===== src/sv/pmpwm_pkg.sv =====
// ----------------------------------------------------------------------------
// pmpwm_pkg
// Shared types, constants and helpers of the phased multichannel PWM block.
// ----------------------------------------------------------------------------
package pmpwm_pkg;

  localparam int unsigned CHANNELS  = 7;
  localparam int unsigned CH_W      = (CHANNELS > 1) ? $clog2(CHANNELS) : 1;
  localparam int unsigned LED_W     = 7;
  localparam int unsigned CNT_W     = 16;
  localparam int unsigned ACC_W     = 17;
  localparam int unsigned BEAT_W    = 3;
  localparam int unsigned FIFO_DEPTH = 4;
  localparam int unsigned FIFO_AW   = $clog2(FIFO_DEPTH);

  localparam logic [CNT_W-1:0] STEP_RESET = 16'd25033;
  localparam logic [CNT_W-1:0] MODULUS    = 16'd65535;
  localparam logic [ACC_W-1:0] ACC_OVER   = 17'd65536;

  localparam logic [7:0] CH_0     = 8'h30;
  localparam logic [7:0] CH_9     = 8'h39;
  localparam logic [7:0] CH_UP_A  = 8'h41;
  localparam logic [7:0] CH_UP_Z  = 8'h5A;
  localparam logic [7:0] CASE_OFS = 8'h20;
  localparam logic [7:0] CH_A     = 8'h61;
  localparam logic [7:0] CH_G     = 8'h67;
  localparam logic [7:0] CH_K     = 8'h6B;
  localparam logic [7:0] CH_M     = 8'h6D;
  localparam logic [7:0] CH_O     = 8'h6F;
  localparam logic [7:0] CH_S     = 8'h73;
  localparam logic [7:0] CH_CR    = 8'h0D;
  localparam logic [7:0] CH_LF    = 8'h0A;
  localparam logic [7:0] CH_DOT   = 8'h2E;

  typedef enum logic [1:0] {
    JOB_TICK  = 2'd0,
    JOB_DIGIT = 2'd1,
    JOB_CMD   = 2'd2,
    JOB_BAD   = 2'd3
  } job_kind_e;

  typedef enum logic {
    KIND_LINE = 1'b0,
    KIND_CHAR = 1'b1
  } out_kind_e;

  typedef struct packed {
    job_kind_e        kind;
    logic [7:0]       ch;
    logic [LED_W-1:0] lines;
  } job_t;

  typedef struct packed {
    out_kind_e        kind;
    logic [7:0]       tx_char;
    logic [LED_W-1:0] lines;
    logic             last;
  } result_t;

  typedef struct packed {
    logic                 valid;
    logic                 full;
    logic [FIFO_AW:0]     count;
  } fifo_stat_t;

  // Staggered reset phase of channel n: (n * 197) mod 256.
  function automatic logic [CNT_W-1:0] phase_init(int unsigned n);
    return CNT_W'((n * 197) & 255);
  endfunction

  // One result of a queued job, picked by its beat number.
  function automatic result_t result_for(job_t j, logic [BEAT_W-1:0] beat);
    result_t r;
    r.kind    = KIND_CHAR;
    r.tx_char = j.ch;
    r.lines   = j.lines;
    r.last    = 1'b0;
    case (j.kind)
      JOB_TICK: begin
        r.kind    = KIND_LINE;
        r.tx_char = 8'd0;
        r.last    = 1'b1;
      end
      JOB_DIGIT: begin
        r.last = 1'b1;
      end
      JOB_BAD: begin
        if (beat != '0) begin
          r.tx_char = CH_DOT;
          r.last    = 1'b1;
        end
      end
      JOB_CMD: begin
        case (beat)
          3'd0: r.tx_char = j.ch;
          3'd1: r.tx_char = CH_O;
          3'd2: r.tx_char = CH_K;
          3'd3: r.tx_char = CH_CR;
          default: begin
            r.tx_char = CH_LF;
            r.last    = 1'b1;
          end
        endcase
      end
      default: r.last = 1'b1;
    endcase
    return r;
  endfunction

endpackage


===== src/sv/pmpwm_front.sv =====
// ----------------------------------------------------------------------------
// pmpwm_front
// Accepts ticks and characters, updates counters, duties and the number
// accumulator, and hands one classified job per item to the queue.
// ----------------------------------------------------------------------------
module pmpwm_front (
  input  logic                               clk_i,
  input  logic                               rst_ni,
  input  logic                               accept_i,
  input  logic                               op_i,
  input  logic [7:0]                         rx_char_i,
  input  logic                               cfg_we_i,
  input  logic [pmpwm_pkg::CNT_W-1:0]        cfg_wdata_i,
  output pmpwm_pkg::job_t                    job_o
);

  logic [pmpwm_pkg::CNT_W-1:0]    step_q;
  logic [pmpwm_pkg::CNT_W-1:0]    phase_q [pmpwm_pkg::CHANNELS];
  logic [pmpwm_pkg::CNT_W-1:0]    phase_d [pmpwm_pkg::CHANNELS];
  logic [pmpwm_pkg::CNT_W-1:0]    duty_q  [pmpwm_pkg::CHANNELS];
  logic [pmpwm_pkg::CNT_W-1:0]    duty_d  [pmpwm_pkg::CHANNELS];
  logic [pmpwm_pkg::ACC_W-1:0]    acc_q, acc_d;
  logic [pmpwm_pkg::CH_W-1:0]     ptr_q, ptr_d;
  logic [pmpwm_pkg::CHANNELS-1:0] line_q, line_d;

  logic [pmpwm_pkg::CNT_W-1:0]    cur;
  logic [pmpwm_pkg::CNT_W:0]      thr;
  logic                           hi;
  logic [7:0]                     lc;
  logic [7:0]                     letter;
  logic [pmpwm_pkg::CNT_W-1:0]    value;
  logic [pmpwm_pkg::ACC_W+3:0]    prod;
  logic                           is_digit;

  always_comb begin
    phase_d = phase_q;
    duty_d  = duty_q;
    acc_d   = acc_q;
    ptr_d   = ptr_q;
    line_d  = line_q;

    cur = phase_q[ptr_q];
    hi  = cur < duty_q[ptr_q];
    thr = {1'b0, pmpwm_pkg::MODULUS} - {1'b0, step_q};

    lc = ((rx_char_i >= pmpwm_pkg::CH_UP_A) && (rx_char_i <= pmpwm_pkg::CH_UP_Z))
         ? rx_char_i + pmpwm_pkg::CASE_OFS : rx_char_i;
    letter   = lc - pmpwm_pkg::CH_A;
    is_digit = (rx_char_i >= pmpwm_pkg::CH_0) && (rx_char_i <= pmpwm_pkg::CH_9);
    value    = acc_q[pmpwm_pkg::ACC_W-1] ? pmpwm_pkg::MODULUS
                                          : acc_q[pmpwm_pkg::CNT_W-1:0];
    prod     = {1'b0, acc_q, 3'b000} + {3'b000, acc_q, 1'b0}
               + (pmpwm_pkg::ACC_W+4)'(rx_char_i - pmpwm_pkg::CH_0);

    job_o.ch   = rx_char_i;
    job_o.kind = pmpwm_pkg::JOB_BAD;

    if (!op_i) begin
      job_o.kind = pmpwm_pkg::JOB_TICK;
      job_o.ch   = 8'd0;
      for (int n = 0; n < pmpwm_pkg::CHANNELS; n++) begin
        if (ptr_q == pmpwm_pkg::CH_W'(n)) begin
          line_d[n] = hi;
          // Wrap modulo 65535 without a divider.
          if ({1'b0, cur} >= thr) begin
            phase_d[n] = pmpwm_pkg::CNT_W'({1'b0, cur} - thr);
          end else begin
            phase_d[n] = cur + step_q;
          end
        end
      end
      if (ptr_q == pmpwm_pkg::CH_W'(pmpwm_pkg::CHANNELS - 1)) begin
        ptr_d = '0;
      end else begin
        ptr_d = ptr_q + 1'b1;
      end
    end else if (is_digit) begin
      job_o.kind = pmpwm_pkg::JOB_DIGIT;
      if (acc_q[pmpwm_pkg::ACC_W-1] || (prod > (pmpwm_pkg::ACC_W+4)'(pmpwm_pkg::ACC_OVER))) begin
        acc_d = pmpwm_pkg::ACC_OVER;
      end else begin
        acc_d = pmpwm_pkg::ACC_W'(prod);
      end
    end else if ((lc >= pmpwm_pkg::CH_A) && (lc <= pmpwm_pkg::CH_G)) begin
      job_o.kind = pmpwm_pkg::JOB_CMD;
      acc_d      = '0;
      for (int n = 0; n < pmpwm_pkg::CHANNELS; n++) begin
        if (letter == 8'(n)) begin
          duty_d[n] = value;
        end
      end
    end else if (lc == pmpwm_pkg::CH_S) begin
      job_o.kind = pmpwm_pkg::JOB_CMD;
      acc_d      = '0;
      for (int n = 0; n < pmpwm_pkg::CHANNELS; n++) begin
        duty_d[n] = value;
      end
    end else if (lc == pmpwm_pkg::CH_M) begin
      job_o.kind = pmpwm_pkg::JOB_CMD;
      acc_d      = '0;
    end else if (lc == pmpwm_pkg::CH_O) begin
      job_o.kind = pmpwm_pkg::JOB_CMD;
      acc_d      = '0;
      for (int n = 0; n < pmpwm_pkg::CHANNELS; n++) begin
        duty_d[n] = '0;
      end
    end

    // Snapshot of the lines after this item.
    job_o.lines = pmpwm_pkg::LED_W'(line_d);
  end

  always_ff @(posedge clk_i or negedge rst_ni) begin
    if (!rst_ni) begin
      step_q <= pmpwm_pkg::STEP_RESET;
      acc_q  <= '0;
      ptr_q  <= '0;
      line_q <= '0;
      for (int n = 0; n < pmpwm_pkg::CHANNELS; n++) begin
        phase_q[n] <= pmpwm_pkg::phase_init(n);
        duty_q[n]  <= '0;
      end
    end else begin
      if (cfg_we_i) begin
        step_q <= cfg_wdata_i;
      end
      if (accept_i) begin
        acc_q   <= acc_d;
        ptr_q   <= ptr_d;
        line_q  <= line_d;
        phase_q <= phase_d;
        duty_q  <= duty_d;
      end
    end
  end

endmodule


===== src/sv/pmpwm_fifo.sv =====
// ----------------------------------------------------------------------------
// pmpwm_fifo
// Short job queue between the front and back parts.
// ----------------------------------------------------------------------------
module pmpwm_fifo (
  input  logic                  clk_i,
  input  logic                  rst_ni,
  input  logic                  push_i,
  input  pmpwm_pkg::job_t       push_job_i,
  input  logic                  pop_i,
  output pmpwm_pkg::job_t       head_o,
  output pmpwm_pkg::fifo_stat_t stat_o
);

  pmpwm_pkg::job_t                 mem_q [pmpwm_pkg::FIFO_DEPTH];
  logic [pmpwm_pkg::FIFO_AW-1:0]   wr_q, rd_q;
  logic [pmpwm_pkg::FIFO_AW:0]     count_q, count_d;

  assign head_o       = mem_q[rd_q];
  assign stat_o.valid = count_q != '0;
  assign stat_o.full  = count_q == (pmpwm_pkg::FIFO_AW+1)'(pmpwm_pkg::FIFO_DEPTH);
  assign stat_o.count = count_q;

  always_comb begin
    count_d = count_q;
    if (push_i && !pop_i) begin
      count_d = count_q + 1'b1;
    end else if (pop_i && !push_i) begin
      count_d = count_q - 1'b1;
    end
  end

  always_ff @(posedge clk_i) begin
    if (push_i) begin
      mem_q[wr_q] <= push_job_i;
    end
  end

  always_ff @(posedge clk_i or negedge rst_ni) begin
    if (!rst_ni) begin
      wr_q    <= '0;
      rd_q    <= '0;
      count_q <= '0;
    end else begin
      if (push_i) begin
        wr_q <= wr_q + 1'b1;
      end
      if (pop_i) begin
        rd_q <= rd_q + 1'b1;
      end
      count_q <= count_d;
    end
  end

endmodule


===== src/sv/pmpwm_back.sv =====
// ----------------------------------------------------------------------------
// pmpwm_back
// Expands queued jobs into result transactions through an output register.
// ----------------------------------------------------------------------------
module pmpwm_back (
  input  logic                  clk_i,
  input  logic                  rst_ni,
  input  pmpwm_pkg::job_t       head_i,
  input  logic                  head_valid_i,
  output logic                  pop_o,
  output logic                  busy_o,
  output logic                  out_valid_o,
  input  logic                  out_stall_i,
  output pmpwm_pkg::result_t    res_o
);

  logic                          busy_q, busy_d;
  pmpwm_pkg::job_t               job_q, job_d;
  logic [pmpwm_pkg::BEAT_W-1:0]  beat_q, beat_d;
  logic                          out_valid_q, out_valid_d;
  pmpwm_pkg::result_t            res_q, res_d;

  pmpwm_pkg::job_t               src_job;
  logic [pmpwm_pkg::BEAT_W-1:0]  src_beat;
  logic                          load;
  logic                          have;

  assign load   = !out_valid_q || !out_stall_i;
  assign have   = busy_q || head_valid_i;
  assign pop_o  = load && !busy_q && head_valid_i;
  assign busy_o = busy_q;

  always_comb begin
    src_job     = busy_q ? job_q : head_i;
    src_beat    = busy_q ? beat_q : '0;
    busy_d      = busy_q;
    job_d       = job_q;
    beat_d      = beat_q;
    out_valid_d = out_valid_q;
    res_d       = res_q;
    if (load) begin
      out_valid_d = have;
      if (have) begin
        res_d  = pmpwm_pkg::result_for(src_job, src_beat);
        busy_d = !res_d.last;
        job_d  = src_job;
        beat_d = src_beat + 1'b1;
      end
    end
  end

  always_ff @(posedge clk_i) begin
    res_q <= res_d;
    job_q <= job_d;
  end

  always_ff @(posedge clk_i or negedge rst_ni) begin
    if (!rst_ni) begin
      busy_q      <= 1'b0;
      beat_q      <= '0;
      out_valid_q <= 1'b0;
    end else begin
      busy_q      <= busy_d;
      beat_q      <= beat_d;
      out_valid_q <= out_valid_d;
    end
  end

  assign out_valid_o = out_valid_q;
  assign res_o       = res_q;

endmodule


===== src/sv/phased_multichannel_pwm_with_commands.sv =====
// An item's first result passes through the job queue and the output register.
// Throughput: one result per cycle while the output is not stalled; a tick or a
// digit gives one result, a command character five, any other character two.
// A four-entry job queue lets ticks keep entering while characters drain.
// Reset: asynchronous, active low; phases start staggered, duties and the
// number cleared, count step back to 25033. No clearing pass.
// ----------------------------------------------------------------------------
// phased_multichannel_pwm_with_commands
// Round-robin phased PWM for seven LED channels with a character command
// parser that echoes input and acknowledges commands.
// ----------------------------------------------------------------------------
module phased_multichannel_pwm_with_commands (
  input  logic                              clk_i,
  input  logic                              rst_ni,
  input  logic                              in_valid_i,
  output logic                              in_stall_o,
  input  logic                              op_i,
  input  logic [7:0]                        rx_char_i,
  input  logic                              cfg_we_i,
  input  logic [pmpwm_pkg::CNT_W-1:0]       cfg_wdata_i,
  output logic                              out_valid_o,
  input  logic                              out_stall_i,
  output logic                              kind_o,
  output logic [7:0]                        tx_char_o,
  output logic [pmpwm_pkg::LED_W-1:0]       led_lines_o,
  output logic                              last_o
);

  pmpwm_pkg::job_t       new_job;
  pmpwm_pkg::job_t       head_job;
  pmpwm_pkg::fifo_stat_t fifo_stat;
  pmpwm_pkg::result_t    res;
  logic                  accept;
  logic                  pop;
  logic                  busy;

  assign in_stall_o = fifo_stat.full;
  assign accept     = in_valid_i && !fifo_stat.full;

  pmpwm_front u_front (
    .clk_i       (clk_i),
    .rst_ni      (rst_ni),
    .accept_i    (accept),
    .op_i        (op_i),
    .rx_char_i   (rx_char_i),
    .cfg_we_i    (cfg_we_i),
    .cfg_wdata_i (cfg_wdata_i),
    .job_o       (new_job)
  );

  pmpwm_fifo u_fifo (
    .clk_i      (clk_i),
    .rst_ni     (rst_ni),
    .push_i     (accept),
    .push_job_i (new_job),
    .pop_i      (pop),
    .head_o     (head_job),
    .stat_o     (fifo_stat)
  );

  pmpwm_back u_back (
    .clk_i        (clk_i),
    .rst_ni       (rst_ni),
    .head_i       (head_job),
    .head_valid_i (fifo_stat.valid),
    .pop_o        (pop),
    .busy_o       (busy),
    .out_valid_o  (out_valid_o),
    .out_stall_i  (out_stall_i),
    .res_o        (res)
  );

  assign kind_o      = res.kind;
  assign tx_char_o   = res.tx_char;
  assign led_lines_o = res.lines;
  assign last_o      = res.last;

  // Queue never overfills.
  a_fifo_bound: assert property (@(posedge clk_i) disable iff (!rst_ni)
    fifo_stat.count <= (pmpwm_pkg::FIFO_AW+1)'(pmpwm_pkg::FIFO_DEPTH))
    else $error("job queue count beyond depth");

  // A line update is always a single, final result.
  a_tick_single: assert property (@(posedge clk_i) disable iff (!rst_ni)
    (out_valid_o && (kind_o == pmpwm_pkg::KIND_LINE)) |-> last_o)
    else $error("line update not marked last");

  // A multi-result sequence continues without gaps.
  a_seq_cont: assert property (@(posedge clk_i) disable iff (!rst_ni)
    (out_valid_o && !out_stall_i && !last_o) |=> out_valid_o)
    else $error("result sequence broken");

  // Nothing is popped while a job is still being expanded.
  a_no_pop_busy: assert property (@(posedge clk_i) disable iff (!rst_ni)
    busy |-> !pop)
    else $error("queue popped during expansion");

endmodule


===== config.mk =====
export PLATFORM = sky130hd
export DESIGN_NAME = phased_multichannel_pwm_with_commands
export DESIGN_NICKNAME = d
export VERILOG_FILES = /design/src/sv/pmpwm_pkg.sv /design/src/sv/pmpwm_front.sv /design/src/sv/pmpwm_fifo.sv /design/src/sv/pmpwm_back.sv /design/src/sv/phased_multichannel_pwm_with_commands.sv
export SDC_FILE = /design/constraint.sdc
export NUM_CORES = 1
export LEC_CHECK = 0
export BUFFER_PORTS_ARGS = -buffer_cell sky130_fd_sc_hd__buf_4
export CELL_PAD_IN_SITES_DETAIL_PLACEMENT = 0
export CELL_PAD_IN_SITES_GLOBAL_PLACEMENT = 1
export CORE_MARGIN = 2
export CORE_UTILIZATION = 56
export DETAILED_ROUTE_END_ITERATION = 6
export PLACE_DENSITY_LB_ADDON = 0.05
export SYNTH_ARGS = -nofsm -noshare
export SYNTH_HDL_FRONTEND = slang
export SYNTH_SLANG_ARGS = --single-unit

===== constraint.sdc =====
create_clock -name clk_i -period 15.6 [get_ports clk_i]
set_input_delay 3.12 -clock clk_i [delete_from_list [all_inputs] [get_ports clk_i]]
set_output_delay 3.12 -clock clk_i [all_outputs]
set_load 0.02 [all_outputs]

[Word level (Yosys, flattened, before mapping)]
Memory sizes are Yosys's and may differ from the RTL's.
Cells that the tools add are included.
Operators by class
  order comparisons: 10
  muxes and demuxes: 57
  eq/ne operators: 30
  add/subtract/negate cells: 14
  bitwise gates (word level): 4
  reduce and logical (&&, ||, !) cells: 47
Operators with widths (number)
  112-bit 2-to-1 mux: 4
  16-bit 2-to-1 mux: 13
  17-bit 2-to-1 mux: 7
  16-bit binary-select mux with 3-bit select: 2
  6-bit AND reduction: 7
  8-bit one-hot mux with 4 select lines: 1
  3-bit AND reduction: 9
  8-bit by 3-bit equality test with 1-bit output (second input constant): 3
  8-bit by 7-bit equality test with 1-bit output (second input constant): 3
  8-bit 2-to-1 mux: 3
  8-bit one-hot mux with 3 select lines: 1
  20-bit by 18-bit adder with 21-bit output: 1
  21-bit adder: 1
  21-bit by 17-bit greater-than comparator with 1-bit output (second input constant): 1
  16-bit by 17-bit >= comparator with 1-bit output: 1
  16-bit by 16-bit subtractor with 17-bit output (first input constant): 1
  16-bit adder: 1
  8-bit by 2-bit equality test with 1-bit output (second input constant): 2
  8-bit by 7-bit >= comparator with 1-bit output (second input constant): 2
  8-bit by 7-bit less-or-equal comparator with 1-bit output (second input constant): 2
  16-bit less-than comparator: 1
  16-bit subtractor: 1
  1-bit 2-to-1 mux: 15
  2-bit inequality test (second input constant): 7
  34 further kinds: 73
Storage, ports and cells
  bits in writable memories: 68
  memories kept: 1
  logic and storage cells: 193
  flip-flop bits (word level): 306
Memories
  u_fifo.mem_q: depth 4, width 17, read ports 1, clocked after memory_dff 0, wr ports 1, line pmpwm_fifo.sv:15  | pmpwm_pkg::job_t mem_q [pmpwm_pkg::FIFO_DEPTH];

[Depth between registers and ports, before layout]
Gate-level depths: netlist (run 1).
  word-level depth: 10
  depth in mapped cells: 26
  depth with buffers taken out: 23

[Cells and area by module]
Synthesis (run 1) repeated with hierarchy kept, for this count alone.
Second synthesis, totals
  cell total of the unflattened synthesis: 1630
  area total of the unflattened synthesis: 19926.6 um^2
By module, submodules not included
  pmpwm_front: cells each 1382, instances 1, area an instance 15409.8 um^2, sequential area each 6720.2 um^2
  pmpwm_fifo: cells each 123, instances 1, area an instance 2891.5 um^2, sequential area each 2217.1 um^2
  pmpwm_back: cells each 124, instances 1, area an instance 1611.5 um^2, sequential area each 935.9 um^2
  phased_multichannel_pwm_with_commands: cells each 1, instances 1, area an instance 13.8 um^2, sequential area each 0.0 um^2

[Least setup slack after synthesis (run 1)]
OpenSTA, ideal clock, no wires.
  kind: input port to flip-flop
  from: input rx_char_i[7]
  to: register u_front.acc_q[2] (netlist bit)
  arrival: 7.295 ns
  required time: 15.517 ns
  slack: 8.222 ns
  stages: 14
  setup time: 0.083 ns
  path buffers: 3
  path through: clkbuf_1 -> nor3_1 -> fa_1 -> ha_1 -> clkbuf_1 -> a21o_1 -> a21oi_1 -> o221a_2 -> o221ai_1 -> a31o_2 -> a2111oi_4 -> buf_2 -> nand4_1 -> o21ai_0
Between the ends
  word-level cells in the longest chain between the ends: 8
RTL lines
  from (decl): line phased_multichannel_pwm_with_commands.sv:18  | input logic [7:0] rx_char_i,
  branches (longest 8 deep; another with 21-bit adder)
  to (signal assigned): line pmpwm_front.sv:116  | acc_q <= '0;
  to (signal assigned): line pmpwm_front.sv:128  | acc_q <= acc_d;
  to (decl): line pmpwm_front.sv:22  | logic [pmpwm_pkg::ACC_W-1:0] acc_q, acc_d;
Several ways; the timed one is not identified.
A chain may end at the register's enable or synchronous reset.

[Worst setup path after layout (run 1)]
  from: register u_front.ptr_q[0] (netlist bit)
  to: register u_front.phase_q[108] (netlist bit)
Between the ends
  word-level cells in the longest chain between the ends: 6
RTL lines
  from (decl): line pmpwm_front.sv:23  | logic [pmpwm_pkg::CH_W-1:0] ptr_q, ptr_d;
  from (signal assigned): line pmpwm_front.sv:129  | ptr_q <= ptr_d;
  3-bit inverter with 4-bit output (not written as such): line pmpwm_front.sv:42  | cur = phase_q[ptr_q];
  16-bit binary-select mux with 3-bit select: line pmpwm_front.sv:42
  16-bit 2-to-1 mux (not written as such) (2 in series): line pmpwm_front.sv:42
  16-bit adder (tied with other cells): line pmpwm_front.sv:68  | phase_d[n] = cur + step_q;
  16-bit 2-to-1 mux: line pmpwm_front.sv:65  | if ({1'b0, cur} >= thr) begin
  to (signal, indexed assignment): line pmpwm_front.sv:120  | phase_q[n] <= pmpwm_pkg::phase_init(n);
  to (signal assigned): line pmpwm_front.sv:131  | phase_q <= phase_d;
  to (decl): line pmpwm_front.sv:18  | logic [pmpwm_pkg::CNT_W-1:0] phase_q [pmpwm_pkg::CHANNELS];
Several ways; a longest one is shown, not always the timed one. The select of a mux whose other input is x is not followed.

==> flow_summary.toml, run 1 <==
[place]
place_hpwl_mm = 29.4
place.gp.congestion = 0.871
io_buffers = 48

[timing]
rsz0062_at_grt = "no"
max_freq_ghz = 0.141
finalHoldViolCount = 0
setup_violations = 0
layout_worst_path_cycle_share_pct = 45.5
tns_ps = 0
maxSlewViolCount = 0
tightest_slew_ps = 1250
worst_clock_skew_ps = 27.0
relSlewSlack_pct = 16.3
period_minus_slack_ps = 7100

[floorplanning]
pin_count = 49
die_h_um = 192
fp-row-count = 68
core-area_um2 = 34700
start_util_pct = 57.2
fp.dieW_um = 192
die_area_um2 = 37000

[global_routing]
grt_pass1_vias = 12900
grt_max_degree = 114
overflow = 0
grt_pass1_wl_mm = 70.9
grt_usage_pct = 24.8
antenna_found_initial = 0

[cts]
ctsResizeCount = 0
htree_levels = 2
clock-sinks = 374
cts_tree = "done"
holdBufCountCts = 0
path_clk_slew_ps = 60
cts_inserted_buffers = 41
clock_path_buffers = 3
cts_root_buffer = "clkbuf_16"
cts_setup_buffers = 0
clk_latency_ps = 570

[setup_path]
r2r-start = "u_front.ptr_q[0]$_DFFE_PN0P_"
critPathArrivalTime_ps = 7490
critical_path_class = "flop to flop"
path_common_cell = "a21oi_1"
worstPathMaxFanout = 33
cp_slowest_cell = "o21ai_0"
crit_path_start = "u_front.ptr_q[0]$_DFFE_PN0P_"
r2r_cells = 21
worst-endpoint-required_ps = 15990
slowest_delay_ps = 850
path_cells = "nor2b_2, a21oi_1, o21ai_0, ha_1, a21oi_1, a21oi_1, a211oi_1, o2111ai_1, nand2_1, xnor2_1, ha_1, inv_1, fa_1, a21o_1, a21oi_1, o21bai_1, a31oi_1, o211ai_1, a21oi_1, xor2_1, o21ai_0"
worst_setup_path_start_kind = "flop"
worstSetupEndpointType = "flop"

[yosys]
synth_nets = 1810
syn_area_per_cell_um2 = 11.9
synth_ff_type = "dfrtp_1"
ys_types = 79
synthArstFlopShare_pct = 74.6
yosysTopAreaCellShare_pct = 31.2
yosysTopAreaCell = "dfrtp_1"
synth_sequential_area_ratio_pct = 49.7
synth-edff-count = 95
netlist_instances = 1676
ys_warn_count = 0
ys_seq_elements = 374
syn-cell-area_um2 = 19900
yosys-top-cells-area = "dfrtp_1 31%, edfxtp_1 14%, mux2_2 8.3%"

[cells_and_area]
n_antenna_cell = 0
drive_above_1_share_pct = 22.8
fin_nets = 1827
area_delta_synth_final_pct = 9.96

[worst_hold_path]
holdCritPathClass = "flop to flop"
hp-start = "u_front.phase_q[3]$_DFFE_PN1P_"
hold_depth = 2

[detailed_routing]
drtIter0Drc = 745
routed_wirelength_mm = 44.1
dr.pass1.iters = 5
vias = 12900
drc_errors = 0
antenna_left = 0
wl_per_cell_um = 20.2
viasPerCell = 5.93

[power]
p_total_mw = 4.28
power_leakage_nw = 9.67
p_per_area_nw_per_um2 = 196
ir_worst_vdd_uv = 138

[job]
maxCapViolations = 0

[status]
status = "finished clean"
-- metrics by stage --
step / area [µm²] / utilization, % / setup slack [ps] / hold WS (ps) / cells
after floorplan: 19900 / - / 8220 / 439 / 1676
after global placement: 20500 / 59.1 / 8450 / 446 / 2105
after detailed placement: 20500 / 59.1 / 8340 / 449 / 2105
after CTS: 21800 / 62.9 / 8550 / 460 / 2180
after global routing: 21800 / 62.9 / 7960 / 475 / 2180
final: 21800 / 62.9 / 8500 / 459 / 2180
-- power by group --
| group | total (mW) | switching (mW) | internal [mW] | leakage [nW] |
|---|---|---|---|---|
| Combinational | 1.84 | 1.13 | 0.718 | 4.51 |
| Clock | 0.955 | 0.394 | 0.561 | 0.657 |
| Sequential | 1.48 | 0.166 | 1.32 | 4.50 |
| Total | 4.28 | 1.69 | 2.60 | 9.67 |
-- flip-flops by register name (all words and copies together) (netlist names), 3 cells and up --
register and flops:
u_back.beat_q 3, u_back.job_q 17, u_back.res_o 10, u_fifo.count_q 3, u_fifo.mem_q 68, u_front.acc_q 17
u_front.duty_q 112, u_front.line_q 7, u_front.phase_q 112, u_front.ptr_q 3, u_front.step_q 16
-- cell usage in the layout (no fill, tap or decap), drive strengths merged, types with 14 or more instances in the layout --
cell	n
o21ai	128
dfrtp	248
clkbuf	60
dfstp	31
nand2b	14
mux2	176
xnor2	26
mux4	49
mux2i	45
nand2	207
nor2	76
buf	67
a21o	21
nor2b	15
nor3	19
edfxtp	95
and2	17
a21oi	65
nand4	18
ha	86
nand3	14
xor2	18
inv	53
o211ai	22
fa	18
-- worst max-delay path, delay by kind of cell, from the launching register on --
| kind | cells | cell delay [ps] |
|---|---|---|
| AND/OR/NAND/NOR | 2 | 1150 |
| adder cells (fa/ha/maj) | 3 | 1000 |
| flip-flops | 1 | 760 |
| buffers and inverters | 1 | 50 |
| AO/OA/AOI/OAI | 13 | 3180 |
| XOR/XNOR | 2 | 780 |
-- per-layer routing --
layer / share of wire, % / wire, µm / up-vias / GRT usage (%)
met1: 47 / 20700 / 6484 / 35.2
met5: 0 / 0 / - / 0
met3: 4.6 / 2010 / 62 / 4.67
met4: 1.9 / 848 / 0 / 6.49
li1: - / - / 6125 / -
met2: 47 / 20500 / 247 / 39.5
-- Yosys cell counts, drive strengths merged, types with 7 or more instances --
library cell,count
o22ai,8
nand3,14
inv,52
ha,86
nand4,18
nor4,8
o211ai,22
and2,17
dfstp,31
a21o,21
nand2b,14
nor3,19
fa,18
xnor2,26
nor2,76
o21ai,128
mux2,176
a21oi,65
mux2i,45
nand2,207
edfxtp,95
xor2,18
o21a,7
dfrtp,248
a31oi,8
nor2b,15
clkbuf,53
buf,40
mux4,49
o31ai,12
-- path summary, 6_finish.rpt --
kind / end / slack (ps)
max: u_front.phase_q[108]$_DFFE_PN0P_ / 8500
min: u_front.phase_q[3]$_DFFE_PN1P_ / 460
max reg2reg: u_front.phase_q[108]$_DFFE_PN0P_ / 8500
min reg2reg: u_front.phase_q[3]$_DFFE_PN1P_ / 460
max in group asynchronous: u_front.ptr_q[1]$_DFFE_PN0P_ / 11290
min in group asynchronous: u_back.busy_o$_DFFE_PN0P_ / 2540
-- kinds of logic (layout without fill, tap and decap cells) --
family          after synthesis  after routing  synth area share [%]
buf+inv                     147            196                  3.31
flops                       374            374                  49.7
mux                         270            270                  18.1
xor+xnor                     44             44                  1.94
simple gates                423            423                  9.86
fa+ha+maj                   104            104                  7.23
compound gates              314            314                  9.85
-- cell type report --
class,count,area [µm²]
tap,455,569
multi-input combinational,1155,9350
timing repair buffer,67,510
clock inverter,15,158
sequential,374,9880
fill,2801,12900
inverter,54,203
clock buffer,60,1180
(Power assumes the default switching activity.)
==> run 2, diff against run 1 <==
--- a/config.mk
+++ b/config.mk
@@ -9,7 +9,7 @@
 export CELL_PAD_IN_SITES_DETAIL_PLACEMENT = 0
 export CELL_PAD_IN_SITES_GLOBAL_PLACEMENT = 1
 export CORE_MARGIN = 2
-export CORE_UTILIZATION = 56
+export CORE_UTILIZATION = 52
 export DETAILED_ROUTE_END_ITERATION = 6
 export PLACE_DENSITY_LB_ADDON = 0.05
 export SYNTH_ARGS = -nofsm -noshare
==> constraint.sdc (replaced) <==
create_clock -name clk_i -period 6.62 [get_ports clk_i]
set_input_delay 1.324 -clock clk_i [delete_from_list [all_inputs] [get_ports clk_i]]
set_output_delay 1.324 -clock clk_i [all_outputs]
set_load 0.02 [all_outputs]
==> flow_summary.toml, run 2 (synthesis gave the netlist of run 1 again) <==
[cells_and_area]
n_antenna_cell = 0
largestRegisters = "u_front.duty_q (112), u_front.phase_q (112), u_fifo.mem_q (68)"
final_common_cell = "dfrtp_1"
num-fill-cells = 3183
final_cell_mix = "246 x dfrtp_1, 207 x nand2_1, 146 x mux2_2"
area_delta_synth_final_pct = 11.5
drive_above_1_share_pct = 24.1
fin_nets = 1851

[detailed_routing]
wl_per_cell_um = 20.1
drc_errors = 0
wl_met3_mm = 1.80
antenna_left = 0
dr.pass1.iters = 5
vias = 13000
drtIter0Drc = 759
viasPerCell = 5.76
wl_met2_mm = 20.8
drt-met1-wl_mm = 22.0
dr.max_layer_used = "met4"
routed_wirelength_mm = 45.4

[floorplanning]
die_h_um = 199
start_util_pct = 52.7
fp-row-count = 71
fp.dieW_um = 199
core-area_um2 = 37700
pin_count = 49
die_area_um2 = 39800

[cts]
clk_latency_ps = 590
clock-sinks = 374
ctsResizeCount = 0
htree_levels = 2
cts_inserted_buffers = 42
cts_tree = "done"
cts_setup_buffers = 0
holdBufCountCts = 0
clock_path_buffers = 3
cts_root_buffer = "clkbuf_16"
path_clk_slew_ps = 60

[setup_path]
critical_path_class = "flop to flop"
r2r_cells = 22
r2r-start = "u_front.ptr_q[0]$_DFFE_PN0P_"
worst_setup_path_start_kind = "flop"
critPathArrivalTime_ps = 6440
worstPathMaxFanout = 20
rr_endpoint = "u_front.phase_q[46]$_DFFE_PN0P_"
crit_path_start = "u_front.ptr_q[0]$_DFFE_PN0P_"
worst-endpoint-required_ps = 7030
worstSetupEndpointType = "flop"
rrSetupSlack_ps = 580

[global_routing]
grt_max_degree = 145
antenna_found_initial = 1
grt_pass1_vias = 13200
grt_pass1_wl_mm = 73.6
overflow = 0
grt_usage_pct = 24.0

[place]
place_hpwl_mm = 30.9
place.gp.congestion = 0.875
io_buffers = 48

[status]
status = "finished clean"

[timing]
maxSlewViolCount = 0
relSlewSlack_pct = 19.2
layout_worst_path_cycle_share_pct = 91.2
tightest_slew_ps = 1210
setup_violations = 0
rsz0062_at_grt = "no"
max_freq_ghz = 0.166
tns_ps = 0
worst_clock_skew_ps = 23.4
period_minus_slack_ps = 6040
holdWs_ps = 463
finalHoldViolCount = 0

[worst_hold_path]
hold-path-endpoint = "u_front.phase_q[1]$_DFFE_PN1P_"
hp-start = "u_front.phase_q[1]$_DFFE_PN1P_"
hold_depth = 2
holdCritPathClass = "flop to flop"

[power]
ir_worst_vdd_uv = 255
power_leakage_nw = 9.82
p_per_area_nw_per_um2 = 468

[job]
maxCapViolations = 0
[run 2: cell count changes in the layout (fill, tap and decap cells not counted)]
cell and delta:
buf_12 +1, buf_4 +22, bufinv_16 -1, clkbuf_1 -4, clkbuf_8 +6, clkinv_1 +2
clkinv_2 -1, clkinv_8 -1, clkinvlp_4 -1, inv_16 +2
[run 2: final cells by class]
class                   count  area, µm²  share of cell area (%)
inverters                  54        203                   0.915
clock inverters            15        146                   0.661
flip-flops and latches    374       9880                    44.6
multi-input cells        1155       9350                    42.2
clock buffers              62       1250                    5.62
repair buffers             90        696                    3.14
well taps                 511        639                    2.89
[run 2: where the power goes]
part           switching [mW]  internal [mW]
combinational            2.76           1.80
clock                   0.952           1.36
sequential              0.384           3.10
[run 2: metrics by stage]
stage	instance area [µm²]	setup slack, ps	utilization, %	power [mW]	std cells
after CTS	22200	586	58.8	10.4	2261
after global placement	20800	804	55.1	7.99	2184
final	22200	583	58.8	10.4	2261
after floorplan	19900	877	-	6.55	1676
after detailed placement	20800	624	55.1	8.08	2184
after global routing	22200	68.3	58.8	11.1	2261
[run 2: worst max-delay path by stage]
stage	endpoint	slack (ps)	cells after the start
floorplan	u_front.phase_q[111]$_DFFE_PN0P_	880	25
global placement	u_front.phase_q[46]$_DFFE_PN0P_	800	22
detailed placement	u_front.phase_q[46]$_DFFE_PN0P_	620	22
CTS	u_front.phase_q[62]$_DFFE_PN0P_	590	22
global route	u_front.phase_q[47]$_DFFE_PN0P_	70	23
finish	u_front.phase_q[46]$_DFFE_PN0P_	580	22
[run 2: critical path, stage by stage, from the launching register on]
cell and delay (ps):
dfrtp_4 630, buf_4 270, mux4_2 520, o21ai_0 380, inv_1 130, ha_1 310
nand3_1 110, a21oi_1 50, a211oi_1 380, o2111ai_1 170, nand2_1 160, xnor2_1 130
ha_1 180, inv_1 60, fa_1 410, a21o_1 190, a21oi_1 250, o21bai_1 130
a31oi_1 340, o211ai_1 160, a31oi_1 210, xor2_1 500, o21ai_0 180
[run 2: per-layer routing]
layer,track usage [%],up-vias
met5,0,-
met4,5.60,0
met3,3.78,60
met2,37.2,235
met1,35.5,6566
li1,-,6172
==> run 3, diff against run 2 <==
--- a/config.mk
+++ b/config.mk
@@ -9,7 +9,7 @@
 export CELL_PAD_IN_SITES_DETAIL_PLACEMENT = 0
 export CELL_PAD_IN_SITES_GLOBAL_PLACEMENT = 1
 export CORE_MARGIN = 2
-export CORE_UTILIZATION = 52
+export CORE_UTILIZATION = 40
 export DETAILED_ROUTE_END_ITERATION = 6
 export PLACE_DENSITY_LB_ADDON = 0.05
 export SYNTH_ARGS = -nofsm -noshare
==> flow_summary.toml, run 3 (synthesis gave the netlist of run 1 again) <==
[status]
status = "finished clean"

[global_routing]
overflow = 0
busiest_layer = "met2"
grt_use_met2_pct = 31.8
use_met3_pct = 2.94
antenna_found_initial = 0
grt_pass1_wl_mm = 78.0
use_met1_pct = 28.1
grt_max_degree = 147
grt_usage_pct = 19.8
grt_pass1_vias = 13400

[floorplanning]
start_util_pct = 40.6
pin_count = 49
fp-row-count = 81
fp.dieW_um = 227
die_h_um = 227
core-area_um2 = 49000
die_area_um2 = 51500

[cells_and_area]
n_antenna_cell = 0
area_delta_synth_final_pct = 12.7
final_cell_mix = "246 x dfrtp_1, 207 x nand2_1, 146 x mux2_2"
final_common_cell = "dfrtp_1"
drive_above_1_share_pct = 24.0
fin_nets = 1854
largestRegisters = "u_front.duty_q (112), u_front.phase_q (112), u_fifo.mem_q (68)"
stdcell_area_um2 = 22400

[timing]
relSlewSlack_pct = 23.6
holdWs_ps = 465
worst_clock_skew_ps = 26.5
layout_worst_path_cycle_share_pct = 90.6
setup_violations = 0
tightest_slew_ps = 1150
tns_ps = 0
maxSlewViolCount = 0
period_minus_slack_ps = 6000
max_freq_ghz = 0.167
rsz0062_at_grt = "no"
finalHoldViolCount = 0

[setup_path]
crit_family = "compound AO/OA/AOI/OAI gates"
worstSetupEndpointType = "flop"
path_common_cell = "a21oi_1"
worst_setup_path_start_kind = "flop"
path_cells = "nor2b_2, buf_12, a21oi_1, o21ai_0, ha_1, a21oi_1, a21oi_1, a211oi_1, o2111ai_1, nand2_1, nand2_1, or3_1, xnor2_1, ha_1, or4_1, o22ai_1, o21ai_0, o31a_1, a31oi_1, o21a_1, o31ai_1"
worst-endpoint-required_ps = 7030
worstPathMaxFanout = 32
crit_path_start = "u_front.ptr_q[1]$_DFFE_PN0P_"
critical_path_class = "flop to flop"
r2r-start = "u_front.ptr_q[1]$_DFFE_PN0P_"
slowest_delay_ps = 670
critPathArrivalTime_ps = 6400
path_buf_inv = 1
cp_slowest_cell = "dfrtp_4"
rrSetupSlack_ps = 620

[detailed_routing]
antenna_left = 0
wl_per_cell_um = 20.2
drc_errors = 0
vias = 12900
routed_wirelength_mm = 48.7
dr.pass1.iters = 5
drtIter0Drc = 684
viasPerCell = 5.36

[power]
switching_power_mw = 4.13
p_sw_share_pct = 39.6
power_frac_clock_pct = 22.5
power_leakage_nw = 9.83
seqPwrFrac_pct = 33.2
pwr-share-comb_pct = 44.3
ir_worst_vdd_uv = 272
p_per_area_nw_per_um2 = 467
power.internal_mw = 6.32

[place]
place_hpwl_mm = 33.1
place.gp.congestion = 0.804
post_dp_cell_area_um2 = 21000
io_buffers = 48

[worst_hold_path]
holdCritPathClass = "flop to flop"
hp-start = "u_front.phase_q[19]$_DFFE_PN1P_"

[cts]
path_clk_slew_ps = 60
cts_setup_buffers = 0
holdBufCountCts = 0
cts_inserted_buffers = 43
clock-sinks = 374
clock_path_buffers = 3
cts_root_buffer = "clkbuf_16"
htree_levels = 2
cts_tree = "done"
ctsResizeCount = 0
clk_latency_ps = 580

[job]
maxCapViolations = 0
[run 3: cell count changes in the layout (fill, tap and decap cells not counted), sizes merged]
cell	change
buf	+2
clkinvlp	+1
clkbuf	-1
bufinv	+2
inv	-2
[run 3: final timing paths]
kind | to | cells after the start
max in group asynchronous | u_front.ptr_q[1]$_DFFE_PN0P_ | 2
hold / removal | u_front.phase_q[19]$_DFFE_PN1P_ | 2
setup / recovery | u_front.phase_q[31]$_DFFE_PN0P_ | 21
setup reg to reg | u_front.phase_q[31]$_DFFE_PN0P_ | 21
min in group asynchronous | u_back.beat_q[2]$_DFFE_PN0P_ | 1
hold reg to reg | u_front.phase_q[19]$_DFFE_PN1P_ | 2
[run 3: final cells by class]
type / instances / area, µm²
tap: 664 / 831
fill: 4562 / 26600
timing repair buffer: 92 / 736
clock buffer: 61 / 1200
multi-input combinational: 1155 / 9350
inverter: 54 / 203
sequential: 374 / 9880
clock inverter: 16 / 193
[run 3: metal layers]
layer | vias up | share of wire, %
met4 | 0 | 1.6
met5 | - | 0
met2 | 174 | 46
met3 | 57 | 3.4
met1 | 6544 | 48
li1 | 6163 | -
[run 3: metrics by stage]
step | utilization [%] | power, mW | setup slack [ps] | instances
final | 45.8 | 10.4 | 624 | 2416
after floorplan | - | 6.55 | 877 | 1676
after CTS | 45.8 | 10.6 | 683 | 2416
after detailed placement | 42.9 | 8.20 | 704 | 2339
after global placement | 42.9 | 8.16 | 784 | 2339
after global routing | 45.8 | 11.3 | 212 | 2416
[run 3: power groups by stage]
stage                     combinational, mW  clock, mW  sequential, mW
after floorplan                        3.19          0            3.37
after global routing                   5.20       2.52            3.55
after CTS                              4.70       2.42            3.48
after global placement                 4.66          0            3.51
final                                  4.63       2.35            3.47
after detailed placement               4.68          0            3.52
[run 3: worst register-to-register path, delay by kind of cell, from the launching register on]
family / cells / cell delay (ps)
xor gates and xnor gates: 1 / 140
adders and majority gates: 2 / 590
DFF: 1 / 670
and+or+nand+nor: 5 / 1520
AOI/OAI and AO/OA: 12 / 2680
buffers and inverters: 1 / 250
